**src/hw/rtl/wfos_pkg.sv**
```systemverilog
// Shared types, constants and tables for the waypoint follower sequencer.
package wfos_pkg;

    localparam int MAX_WAYPOINTS_DEF = 64;
    localparam int CORDIC_STEPS_DEF  = 14;

    localparam int POS_W   = 24;
    localparam int HEAD_W  = 16;
    localparam int ALT_W   = 24;
    localparam int RAD_W   = 23;
    localparam int WARM_W  = 17;
    localparam int TICK_W  = 16;
    localparam int CODE_W  = 2;
    localparam int OP_W    = 3;
    localparam int DIFF_W  = POS_W + 1;
    localparam int SQ_W    = 2 * DIFF_W;
    localparam int CW      = 28;
    localparam int ZW      = 17;
    localparam int AIDX_W  = 5;
    localparam int NORM_BITS = 24;
    localparam int APB_AW  = 5;
    localparam int APB_DW  = 32;

    localparam int ANGLE_PI    = 25736;
    localparam int NEAR_SQ_MAX = 2621;
    localparam int WARM_MAX    = 100000;

    localparam logic [OP_W-1:0] OP_TICK   = 3'd0;
    localparam logic [OP_W-1:0] OP_POS    = 3'd1;
    localparam logic [OP_W-1:0] OP_STATUS = 3'd2;
    localparam logic [OP_W-1:0] OP_LOAD   = 3'd3;
    localparam logic [OP_W-1:0] OP_CLEAR  = 3'd4;

    localparam logic [CODE_W-1:0] CMD_NONE     = 2'd0;
    localparam logic [CODE_W-1:0] CMD_OFFBOARD = 2'd1;
    localparam logic [CODE_W-1:0] CMD_ARM      = 2'd2;

    typedef enum logic [2:0] {
        REG_ALT      = 3'd0,
        REG_RADIUS   = 3'd1,
        REG_WARMUP   = 3'd2,
        REG_RESEND   = 3'd3,
        REG_HOLD_X   = 3'd4,
        REG_HOLD_Y   = 3'd5,
        REG_AUTO_OFB = 3'd6,
        REG_AUTO_ARM = 3'd7
    } t_reg_idx;

    typedef struct packed {
        logic signed [ALT_W-1:0] cruise_altitude;
        logic [RAD_W-1:0]        accept_radius;
        logic [WARM_W-1:0]       warmup_ticks;
        logic [TICK_W-1:0]       resend_ticks;
        logic signed [POS_W-1:0] hold_x;
        logic signed [POS_W-1:0] hold_y;
        logic                    auto_offboard;
        logic                    auto_arm;
    } t_cfg;

    typedef enum logic [4:0] {
        S_IDLE, S_R2, S_W_CHK, S_W_RD, S_W_DIFF, S_W_SQX, S_W_SQY, S_W_CMP,
        S_T_RD, S_T_SEL, S_Y_SQX, S_Y_SQY, S_Y_CHK, S_C_INIT, S_C_NORM,
        S_C_ITER, S_FIN
    } t_state;

    typedef enum logic [3:0] {
        DP_NOP, DP_ACCEPT, DP_R2, DP_RD, DP_DIFF, DP_SQX, DP_SQY, DP_ADV,
        DP_TSEL, DP_CINIT, DP_CNORM, DP_CITER, DP_EMIT
    } t_dp_op;

    typedef struct packed {
        logic walk_more;
        logic far_accept;
        logic far_near;
        logic pos_known;
        logic norm_more;
        logic iter_last;
        logic out_free;
    } t_dp_status;

    function automatic logic signed [ZW-1:0] atan_entry(input logic [AIDX_W-1:0] idx);
        logic signed [ZW-1:0] v;
        case (idx)
            5'd0:    v = 17'sd6434;
            5'd1:    v = 17'sd3798;
            5'd2:    v = 17'sd2007;
            5'd3:    v = 17'sd1019;
            5'd4:    v = 17'sd511;
            5'd5:    v = 17'sd256;
            5'd6:    v = 17'sd128;
            5'd7:    v = 17'sd64;
            5'd8:    v = 17'sd32;
            5'd9:    v = 17'sd16;
            5'd10:   v = 17'sd8;
            5'd11:   v = 17'sd4;
            5'd12:   v = 17'sd2;
            5'd13:   v = 17'sd1;
            default: v = 17'sd0;
        endcase
        return v;
    endfunction

endpackage

```
**src/hw/rtl/wfos_ctrl.sv**
```systemverilog
// Controller state machine: accepts input items and sequences the datapath through each tick.
module wfos_ctrl (
    input  logic                      i_clk,
    input  logic                      i_rst_n,
    input  logic                      i_in_valid,
    input  logic [wfos_pkg::OP_W-1:0] i_opcode,
    output logic                      o_in_ready,
    input  wfos_pkg::t_dp_status      i_status,
    output wfos_pkg::t_dp_op          o_dp_op
);

    wfos_pkg::t_state r_state, n_state;

    always_ff @(posedge i_clk) begin
        if (!i_rst_n) begin
            r_state <= wfos_pkg::S_IDLE;
        end else begin
            r_state <= n_state;
        end
    end

    always_comb begin
        n_state    = r_state;
        o_dp_op    = wfos_pkg::DP_NOP;
        o_in_ready = 1'b0;
        case (r_state)
            wfos_pkg::S_IDLE: begin
                o_in_ready = 1'b1;
                if (i_in_valid) begin
                    o_dp_op = wfos_pkg::DP_ACCEPT;
                    if (i_opcode == wfos_pkg::OP_TICK) begin
                        n_state = wfos_pkg::S_R2;
                    end
                end
            end
            wfos_pkg::S_R2: begin
                o_dp_op = wfos_pkg::DP_R2;
                n_state = wfos_pkg::S_W_CHK;
            end
            wfos_pkg::S_W_CHK: begin
                n_state = i_status.walk_more ? wfos_pkg::S_W_RD : wfos_pkg::S_T_RD;
            end
            wfos_pkg::S_W_RD: begin
                o_dp_op = wfos_pkg::DP_RD;
                n_state = wfos_pkg::S_W_DIFF;
            end
            wfos_pkg::S_W_DIFF: begin
                o_dp_op = wfos_pkg::DP_DIFF;
                n_state = wfos_pkg::S_W_SQX;
            end
            wfos_pkg::S_W_SQX: begin
                o_dp_op = wfos_pkg::DP_SQX;
                n_state = wfos_pkg::S_W_SQY;
            end
            wfos_pkg::S_W_SQY: begin
                o_dp_op = wfos_pkg::DP_SQY;
                n_state = wfos_pkg::S_W_CMP;
            end
            wfos_pkg::S_W_CMP: begin
                if (i_status.far_accept) begin
                    n_state = wfos_pkg::S_T_RD;
                end else begin
                    o_dp_op = wfos_pkg::DP_ADV;
                    n_state = wfos_pkg::S_W_CHK;
                end
            end
            wfos_pkg::S_T_RD: begin
                o_dp_op = wfos_pkg::DP_RD;
                n_state = wfos_pkg::S_T_SEL;
            end
            wfos_pkg::S_T_SEL: begin
                o_dp_op = wfos_pkg::DP_TSEL;
                n_state = wfos_pkg::S_Y_SQX;
            end
            wfos_pkg::S_Y_SQX: begin
                o_dp_op = wfos_pkg::DP_SQX;
                n_state = wfos_pkg::S_Y_SQY;
            end
            wfos_pkg::S_Y_SQY: begin
                o_dp_op = wfos_pkg::DP_SQY;
                n_state = wfos_pkg::S_Y_CHK;
            end
            wfos_pkg::S_Y_CHK: begin
                if (i_status.pos_known && i_status.far_near) begin
                    n_state = wfos_pkg::S_C_INIT;
                end else begin
                    n_state = wfos_pkg::S_FIN;
                end
            end
            wfos_pkg::S_C_INIT: begin
                o_dp_op = wfos_pkg::DP_CINIT;
                n_state = wfos_pkg::S_C_NORM;
            end
            wfos_pkg::S_C_NORM: begin
                o_dp_op = wfos_pkg::DP_CNORM;
                if (!i_status.norm_more) begin
                    n_state = wfos_pkg::S_C_ITER;
                end
            end
            wfos_pkg::S_C_ITER: begin
                o_dp_op = wfos_pkg::DP_CITER;
                if (i_status.iter_last) begin
                    n_state = wfos_pkg::S_FIN;
                end
            end
            wfos_pkg::S_FIN: begin
                if (i_status.out_free) begin
                    o_dp_op = wfos_pkg::DP_EMIT;
                    n_state = wfos_pkg::S_IDLE;
                end
            end
            default: begin
                n_state = wfos_pkg::S_IDLE;
            end
        endcase
    end

endmodule

```
**config.mk**
```make
export PLATFORM = sky130hd
export DESIGN_NAME = wfos_ctrl
export DESIGN_NICKNAME = d
export VERILOG_FILES = /design/src/hw/rtl/wfos_pkg.sv /design/src/hw/rtl/wfos_ctrl.sv
export SDC_FILE = /design/constraint.sdc
export NUM_CORES = 1
export LEC_CHECK = 0
export ABC_AREA = 1
export ABC_CLOCK_PERIOD_IN_PS = 3900
export BUFFER_PORTS_ARGS = -buffer_cell sky130_fd_sc_hd__buf_2
export CORE_ASPECT_RATIO = 1.1
export CORE_UTILIZATION = 37
export DETAILED_ROUTE_END_ITERATION = 10
export SLEW_MARGIN = 25
export SYNTH_ARGS = -nofsm -noshare
export SYNTH_HDL_FRONTEND = slang
export SYNTH_SLANG_ARGS = --single-unit
```
**constraint.sdc**
```tcl
create_clock -name i_clk -period 3.9 [get_ports i_clk]
set_clock_uncertainty 0.15 [all_clocks]
set_input_delay 0.585 -clock i_clk [delete_from_list [all_inputs] [get_ports i_clk]]
set_output_delay 0.585 -clock i_clk [all_outputs]
set_load 0.02 [all_outputs]
```
# --- Word level (Yosys, flattened, before mapping) ---
# Index checks and enable logic that the tools add are counted.
op_classes:
  add_sub_neg: 0
  mul: 0
  div: 0
  n_lt_le_gt_ge: 0
  n_eq_ne: 21
  shifts: 0
  n_mux: 14
  bitwise_logic: 0
  n_reduce_logical: 7
ops:
  columns: ["cell", "count"]
  rows:
  - ["one-hot mux 5 bit (17 select lines)", 1]
  - ["one-hot mux 4 bit (12 select lines)", 1]
  - ["== test 5 x 4 -> 1 bit (second input constant)", 8]
  - ["2-to-1 mux 5 bit", 6]
  - ["== test 5 x 3 -> 1 bit (second input constant)", 4]
  - ["2-to-1 mux 4 bit", 3]
  - ["== test 5 x 2 -> 1 bit (second input constant)", 2]
  - ["!= test 2 bit (second input constant)", 5]
  - ["OR reduction 2 bit", 3]
  - ["== test 5 x 1 -> 1 bit (second input constant)", 1]
  - ["== test 5 bit (second input constant)", 1]
  - ["logical NOT 5 bit", 1]
  - ["AND reduction 5 bit", 1]
  - ["logical NOT 3 bit", 1]
  - ["2-to-1 mux 3 bit", 1]
  - ["2-to-1 mux 1 bit", 2]
  - ["logical AND 1 bit", 1]
totals:
  ff_bits: 5
  latch_bits: 0
  mem_bits_rw: 0
  romBits: 0
  inputBits: 13
  output_inout_bits: 5
  elab_cells: 43
  mem_count: 0

# --- Longest topological paths before layout ---
# Gate-level depths: netlist (run 1).
logic_depth:
  depth_word: 4
  ltp_mapped: 10
  mapped_depth_nobuf: 10

# --- Worst setup path after synthesis (run 1) ---
# OpenSTA, ideal clock, no wires.
synth_path:
  path_type: "register -> output"
  startpoint: "register r_state[4]"
  endpoint: "output port o_dp_op[0]"
  arrival_time_ns: 1.103
  required_ns: 3.165
  setup_slack_ns: 2.062
  stages_incl_launch_ff: 7
  n_path_buf: 1
  path_cell_list: "dfxtp_1 > buf_4 > inv_2 > nand2_4 > nor2_1 > nor3_1 > nand3_1"
synth_via:
  elab_chain_len: 3
  word_cells_on_any_way: 19
  cone_classes: "eq/ne (14); mux (1); reduce/logical (4)"
synth_lines:
  columns: ["item", "line_no", "source"]
  rows:
  - ["start, declared", "wfos_ctrl.sv:12", "wfos_pkg::t_state r_state, n_state;"]
  - ["start signal, assigned", "wfos_ctrl.sv:16", "r_state <= wfos_pkg::S_IDLE;"]
  - ["start signal, assigned", "wfos_ctrl.sv:18", "r_state <= n_state;"]
  - ["== test 5 x 4 -> 1 bit (tied with other cells)", "wfos_ctrl.sv:26", "case (r_state)"]
  - ["OR reduction 2 bit (no source line)", null, null]
  - ["one-hot mux 4 bit (12 select lines) *", "wfos_ctrl.sv:26", null]
  - ["end, declared", "wfos_ctrl.sv:9", "output wfos_pkg::t_dp_op o_dp_op"]
# Mark *: on every way between the ends. The rest lies on a longest branch, timed or not.

# --- Final worst setup path (run 1) ---
# Ends and elaborated chain as after synthesis.

==> metrics.txt, run 1 <==
result of the run finished, final reports clean; final global-route overflow total 0; total number of yosys warnings 0; DRC 0; fraction of the mapped netlist area in simple logic gates about 60%; highest cell delay on the worst timing path about 0.55 ns; number of setup buffers added after CTS 0; uppermost layer routed met3; count of different cell masters after synthesis 22; global-route wire length before repair roughly 2800 µm; cells taking the most area after synthesis sky130_fd_sc_hd__dfxtp_1 (16%), sky130_fd_sc_hd__nand2_1 (13%), sky130_fd_sc_hd__nor2_1 (9.9%); clock latency reported for the late side of the worst-skew pair between 0.2 and 0.25 ns; count of flip-flops with a built-in enable after synthesis 0; detailed-routed wire length on met2 ~880 µm; depth of the CTS H-tree 1; total global routing track utilization around 20%; slew at the pin closest to its max-slew limit 0.392 ns; final hold violations 0; net count after synthesis 126; slew margin rel. between 70 and 80%; most area-hungry cell type in the Yosys netlist sky130_fd_sc_hd__dfxtp_1; portion of netlist area occupied by mux cells 0%; number of violations of the max-capacitance limit 0; registers with the most flip-flops r_state (5); Critical-path top delay cell sky130_fd_sc_hd__dfxtp_1; adder-cell share of the synthesized area 0%; hold buffer count at CTS 0; number of CTS-inserted buffers 3; FF/Latch Area 100 µm²; kind of launch point of the worst setup path flop; CTS Sinks 5; launch point of the worst path r_state[4]; number of fill cells 184; startpoint of the worst-slack reg-to-reg timing path r_state[4]; Worst-path clk slew roughly 0.04 ns; drt pass-1 iters 4; root cell of the clock tree sky130_fd_sc_hd__clkbuf_4; area of combinational cells with multiple inputs approximately 470 µm²; unrepaired setup endpoints after global routing false; final-report max-slew violation count 0; kind of critical path flop to output pin; critical-path cell list inv_2 > nand2_2 > nor2_1 > nor3_1 > nand3_1 > buf_2; # setup viols final 0; capturing element type of the critical path output pin; Resized cells post-CTS 0; max reg flops 5; area of the mapped netlist between 600 and 700 µm²; final clock period utilization by the worst path about three fifths; via/cell ratio between 5 and 6; number of synthesized register bits 5; die boundary height 45.8 µm; fraction of synthesis flops using an asynchronous set or reset pin 0%; final critical path time including I/O delays and setup between 2 and 2.5 ns; cell family with the largest share of critical-path delay flip-flops; post-detailed-placement half-perimeter wirelength ~1500 µm; per-instance average area after synthesis between 5 and 6 µm²; maximum clock path buffer count 2; Cells after Synth approximately 110; met3 wire length between 100 and 150 µm; count of routing violations after the opening detailed-route iteration 30; hold wc startpoint i_rst_n; Max Freq 422 MHz; arrival time reported for the critical path endpoint roughly 1.6 ns; Leak 0.403 nW; Required @ worst endpoint roughly 3.2 ns; Setup TNS Final 0 ns; power density over the cells just under 600 mW/mm²; number of buffer cells added on primary ports 17; total wire length after detailed routing 1730 µm; largest net degree at the start of global routing 11; cell row count 15; routed wire length per instance approximately 12 µm; core area ~0.0016 mm²; Critical path buffers and inverters 2; via count of the first global-routing pass roughly 680; die boundary width 41.8 µm; dominant synthesized flop cell sky130_fd_sc_hd__dfxtp_1; antenna viol nets, final 0; vias post-DR just under 800; sequential element share of the synthesized area about 16%; fraction of post-synthesis cell area in the top cell type by area around 16%; die area approximately 0.0019 mm²; Max IR drop VDD 0.330 mV; Top-Level Pins 18; routability-driven placement congestion ratio ~0.91; initial standard-cell utilization of the core between 40% and 50%; fraction of final layout cells sized beyond drive strength 1 between 30% and 40%; Final Total Pwr ~0.45 mW; post-synthesis share of cell area spent on xor and xnor gates 0%; crit-path max FO 10; number of antenna diodes 0; worst min path class primary input to flop; TritonCTS clock tree yes; Met1 Wirelength 742 µm; dominant combinational cell family by area after synthesis simple AND/OR/NAND/NOR gates; antenna violations before repair 0; area growth from synthesis to layout 19.4%; NumNets Final 147; largest reg by FF count r_state; share of the synthesized area in compound gates (AO/OA/AOI/OAI) 11.6%
-- synth_stat cells, types with 3 or more instances --
cell	instances
sky130_fd_sc_hd__nand2_1	23
sky130_fd_sc_hd__nor2_1	17
sky130_fd_sc_hd__inv_1	14
sky130_fd_sc_hd__nand3_1	10
sky130_fd_sc_hd__a21oi_1	7
sky130_fd_sc_hd__dfxtp_1	5
sky130_fd_sc_hd__nand2_2	5
sky130_fd_sc_hd__nor3_1	5
sky130_fd_sc_hd__inv_2	4
sky130_fd_sc_hd__nor2_4	4
sky130_fd_sc_hd__nand2_4	3
sky130_fd_sc_hd__nand4_1	3
sky130_fd_sc_hd__o21ai_0	3
-- cells by family (layout without fill, tap and decap cells) --
group | Yosys count | in the layout
buffers and inverters | 20 | 40
AO/OA/AOI/OAI | 13 | 13
flip-flops | 5 | 5
AND/OR/NAND/NOR | 75 | 75
-- stage by stage --
stage | setup WS [ns] | util, % | std cells | instance area, µm² | hold slack (ns)
final | 1.53 | 48.3 | 150 | 771 | 0.442
after global routing | 1.34 | 48.3 | 150 | 771 | 0.455
after CTS | 1.53 | 48.3 | 150 | 771 | 0.434
after detailed placement | 1.79 | 46.7 | 146 | 744 | 0.424
after global placement | 1.82 | 46.7 | 146 | 744 | 0.425
after floorplan | 2.06 | - | 113 | 646 | 0.368
-- final cells by class --
cell class | instances | share of cell area, %
flip-flops and latches | 5 | 13.0
clock buffers | 4 | 3.41
multi-input cells | 88 | 60.4
repair buffers | 17 | 11.0
inverters | 19 | 9.42
well taps | 17 | 2.76
-- tightest hold or removal path: stages --
cell                      delay [ns]
sky130_fd_sc_hd__buf_2          0.10
sky130_fd_sc_hd__nand2_1        0.06
sky130_fd_sc_hd__nor2_1         0.04
-- worst paths after layout --
path / cells after the start / endpoint / slack, ns
max: 6 / o_dp_op[0] / 1.53
max reg2reg: 7 / r_state[2] / 2.21
min reg2reg: 2 / r_state[3] / 0.45
min: 3 / r_state[4] / 0.44
-- layout by cell type (no fill, tap or decap), types with 2 or more instances in the layout --
master / Yosys / final
sky130_fd_sc_hd__o21ai_0: 3 / 3
sky130_fd_sc_hd__a21oi_1: 7 / 7
sky130_fd_sc_hd__nor2_1: 17 / 17
sky130_fd_sc_hd__nand2_4: 3 / 3
sky130_fd_sc_hd__nand4_1: 3 / 3
sky130_fd_sc_hd__dfxtp_1: 5 / 5
sky130_fd_sc_hd__buf_2: 0 / 17
sky130_fd_sc_hd__nor2_2: 2 / 2
sky130_fd_sc_hd__nor3_1: 5 / 5
sky130_fd_sc_hd__clkbuf_4: 0 / 3
sky130_fd_sc_hd__nand2_1: 23 / 23
sky130_fd_sc_hd__inv_1: 14 / 14
sky130_fd_sc_hd__nand2_2: 5 / 5
sky130_fd_sc_hd__inv_2: 4 / 4
sky130_fd_sc_hd__nand3_1: 10 / 10
sky130_fd_sc_hd__nor2_4: 4 / 4
-- power by group --
part / leakage [nW] / internal [mW] / switching [mW] / total, mW
combinational: 0.348 / 0.0997 / 0.199 / 0.299
clock: 0.0150 / 0.0386 / 0.0204 / 0.0590
sequential: 0.0407 / 0.0646 / 0.0246 / 0.0892
total: 0.403 / 0.203 / 0.244 / 0.447
-- layer usage --
metal / global-route usage [%] / vias up
met5: 0 / -
met4: 5.81 / 0
met3: 2.38 / 0
met2: 33.4 / 33
met1: 25.7 / 344
li1: - / 404
Note: power is estimated with default switching activity, not from simulation.
==> inputs of run 2 (changes only) <==
Settings changed: ABC_AREA 1 to 0, ABC_CLOCK_PERIOD_IN_PS 3900 to 2400.
Clock period 3.9 ns to 2.4 ns, I/O delays scaled along.
==> run 2 against run 1 <==
- combinational power fell by 88%
- worst hold slack worse by 0.20 ns
- non-clock buffer count up 1
- via count decreased by 16%
- register-to-register slack worse by 1.7 ns
- first-iteration DRC count decreased by 73%
- clock-buffer cell count did not move
- core utilization down 0.72 points
- synthesized cell count shrank 28%
- critical endpoint is now o_dp_op[1]
==> metrics.txt, run 2 <==
Max Freq 441 MHz; final hold violations 0; post-detailed-placement half-perimeter wirelength a little under 1000 µm; top library cells by usage in the layout, fill and taps aside sky130_fd_sc_hd__buf_2 (17), sky130_fd_sc_hd__nand2_1 (8), sky130_fd_sc_hd__nor2_1 (7); vias post-DR about 660; number of antenna diodes 0; final-report max-slew violation count 0; via count of the first global-routing pass ~560; highest cell delay on the worst timing path between 0.6 and 0.7 ns; net count after synthesis 94; Top-Level Pins 18; arrival time reported for the critical path endpoint approximately 1.8 ns; startpoint of the worst-slack reg-to-reg timing path r_state[2]; routability-driven placement congestion ratio 0.781; cell row count 14; core area 0.00140 mm²; most area-hungry cell type in the Yosys netlist sky130_fd_sc_hd__dfxtp_1; drt pass-1 iters 4; Cells after Synth 81; smallest hold slack 0.239 ns; Post-Place Worst Slack around 0.38 ns; final clock period utilization by the worst path between 90 and 100%; sequential element share of the synthesized area between 10% and 20%; slew margin rel. between 60% and 70%; depth of the CTS H-tree 1; cell types with the highest counts after synthesis sky130_fd_sc_hd__nand2_1 (8), sky130_fd_sc_hd__nor2_1 (7), sky130_fd_sc_hd__dfxtp_1 (5), sky130_fd_sc_hd__o21ai_0 (5); power density over the cells 332 mW/mm²; number of synthesized register bits 5; count of routing violations after the opening detailed-route iteration 8; total wire length after detailed routing ~1400 µm; crit-path max FO 19; critical-path cell list nand2b_1 > o21ai_0 > a2111oi_1 > buf_2; fraction of post-synthesis cell area in the top cell type by area between 15 and 20%; max reg flops 5; hold buffer count at CTS 0; clock network power share between 40% and 50%; antenna violations before repair 0; count of different cell masters after synthesis 36; number of violations of the max-capacitance limit 0; final setup slack of the worst path 0.134 ns; cells taking the most area after synthesis sky130_fd_sc_hd__dfxtp_1 (18%), sky130_fd_sc_hd__nand2_1 (5.3%), sky130_fd_sc_hd__nor2_1 (4.6%); largest reg by FF count r_state; number of CTS-inserted buffers 3; number of fill cells 168; Worst-path clk slew 0.04 ns; Setup TNS Final 0 ns; sequential share of power roughly two fifths; worst min path class primary input to flop; area of the mapped netlist around 570 µm²; TritonCTS clock tree yes; NumNets Final approximately 110; hold wc startpoint i_rst_n; cell with the most instances after synthesis sky130_fd_sc_hd__nand2_1; initial standard-cell utilization of the core around 40%; die boundary width approximately 39 µm; count of flip-flops with a built-in enable after synthesis 0; result of the run finished, final reports clean; clock latency reported for the late side of the worst-skew pair 0.24 ns; root cell of the clock tree sky130_fd_sc_hd__clkbuf_4; maximum clock path buffer count 2; die area between 0.0015 and 0.002 mm²; per-instance average area after synthesis around 7 µm²; most frequent standard cell in the layout excluding fill and tap cells sky130_fd_sc_hd__buf_2; die boundary height around 43 µm; # setup viols final 0; post-layout utilization of the core between 40% and 50%; final global-route overflow total 0; logic gate share of total power between 10% and 20%; area growth from synthesis to layout 17.7%; Leak ~0.26 nW; CTS Sinks 5; total global routing track utilization between 20 and 25%; kind of critical path flop to output pin; via/cell ratio approximately 5.9; post-layout instance count excluding filler cells about 110; antenna viol nets, final 0; final critical path time including I/O delays and setup about 2.3 ns; Placed Cells 107; number of buffer cells added on primary ports 17; slew at the pin closest to its max-slew limit around 0.53 ns; dominant synthesized flop cell sky130_fd_sc_hd__dfxtp_1; Psw between 0.05 and 0.06 mW; fraction of final layout cells sized beyond drive strength 1 around 28%; total number of yosys warnings 0; registers with the most flip-flops r_state (5); share of total power consumed by net switching roughly a quarter; routed wire length per instance 12.6 µm; launch point of the worst path r_state[3]; kind of launch point of the worst setup path flop; capturing element type of the critical path output pin; unrepaired setup endpoints after global routing false; Required @ worst endpoint 1.89 ns; fraction of synthesis flops using an asynchronous set or reset pin 0%; DRC 0; largest net degree at the start of global routing 20; global-route wire length before repair between 2000 and 2500 µm; Critical-path top delay cell sky130_fd_sc_hd__dfxtp_1; Max IR drop VDD 0.219 mV; Pint around 0.16 mW
==> run 2: power groups by stage <==
| stage | Sequential (mW) | Combinational (mW) | Clock (mW) |
|---|---|---|---|
| finish | 0.0867 | 0.0353 | 0.0996 |
| global route | 0.0868 | 0.0398 | 0.111 |
| CTS | 0.0867 | 0.0354 | 0.104 |
| detailed placement | 0.0882 | 0.0352 | 0 |
| global placement | 0.0883 | 0.0347 | 0 |
| floorplan | 0.0862 | 0.0210 | 0 |
==> run 2: kinds of logic after synthesis <==
logic type	synth area share (%)
xor gates and xnor gates	1.55
AOI/OAI and AO/OA	29.4
DFF	17.7
buffers and inverters	9.27
muxes	1.77
and+or+nand+nor	40.4
==> run 2: layout make-up <==
| cell class | count | area, µm² | area share [%] |
|---|---|---|---|
| clock buffers | 4 | 26.3 | 3.94 |
| inverters | 3 | 11.3 | 1.69 |
| multi-input cells | 65 | 415 | 62.3 |
| flip-flops and latches | 5 | 101 | 15.2 |
| well taps | 16 | 20.0 | 3.00 |
| repair buffers | 18 | 92.6 | 13.9 |
==> run 2: through the flow <==
| stage | power [mW] | area, µm² |
|---|---|---|
| global placement | 0.123 | 639 |
| global route | 0.238 | 667 |
| finish | 0.222 | 667 |
| detailed placement | 0.123 | 639 |
| CTS | 0.226 | 666 |
| floorplan | 0.107 | 568 |
==> run 2: worst max-delay path: cells and delay by family, from the launching register on <==
| family | cells | cell delay (ns) |
|---|---|---|
| AO/OA/AOI/OAI | 2 | 0.44 |
| buffers and inverters | 1 | 0.22 |
| flip-flops | 1 | 0.65 |
| AND/OR/NAND/NOR | 1 | 0.19 |
==> run 2: per-layer routing <==
metal  track usage [%]  vias up  routed length (µm)  share of wire [%]
li1                  -      326                   -                  -
met1              27.3      306                 657                 47
met2              28.3       22                 632                 45
met3              3.14        4                  77                5.5
met4              14.5        0                  32                2.3
met5                 0        -                   0                  0
==> run 2: path summary, 6_finish.rpt <==
check | cells after the start | slack [ns] | to
setup / recovery | 4 | 0.13 | o_dp_op[1]
hold reg to reg | 2 | 0.57 | r_state[2]
setup reg to reg | 4 | 0.50 | r_state[2]
hold / removal | 3 | 0.24 | r_state[4]
==> run 2: repair_timing <==
action                                 CTS  global route
gates resized for setup                  0             1
endpoints found under the hold margin    0             0
setup endpoints to repair                0             2
setup buffers                            0             0
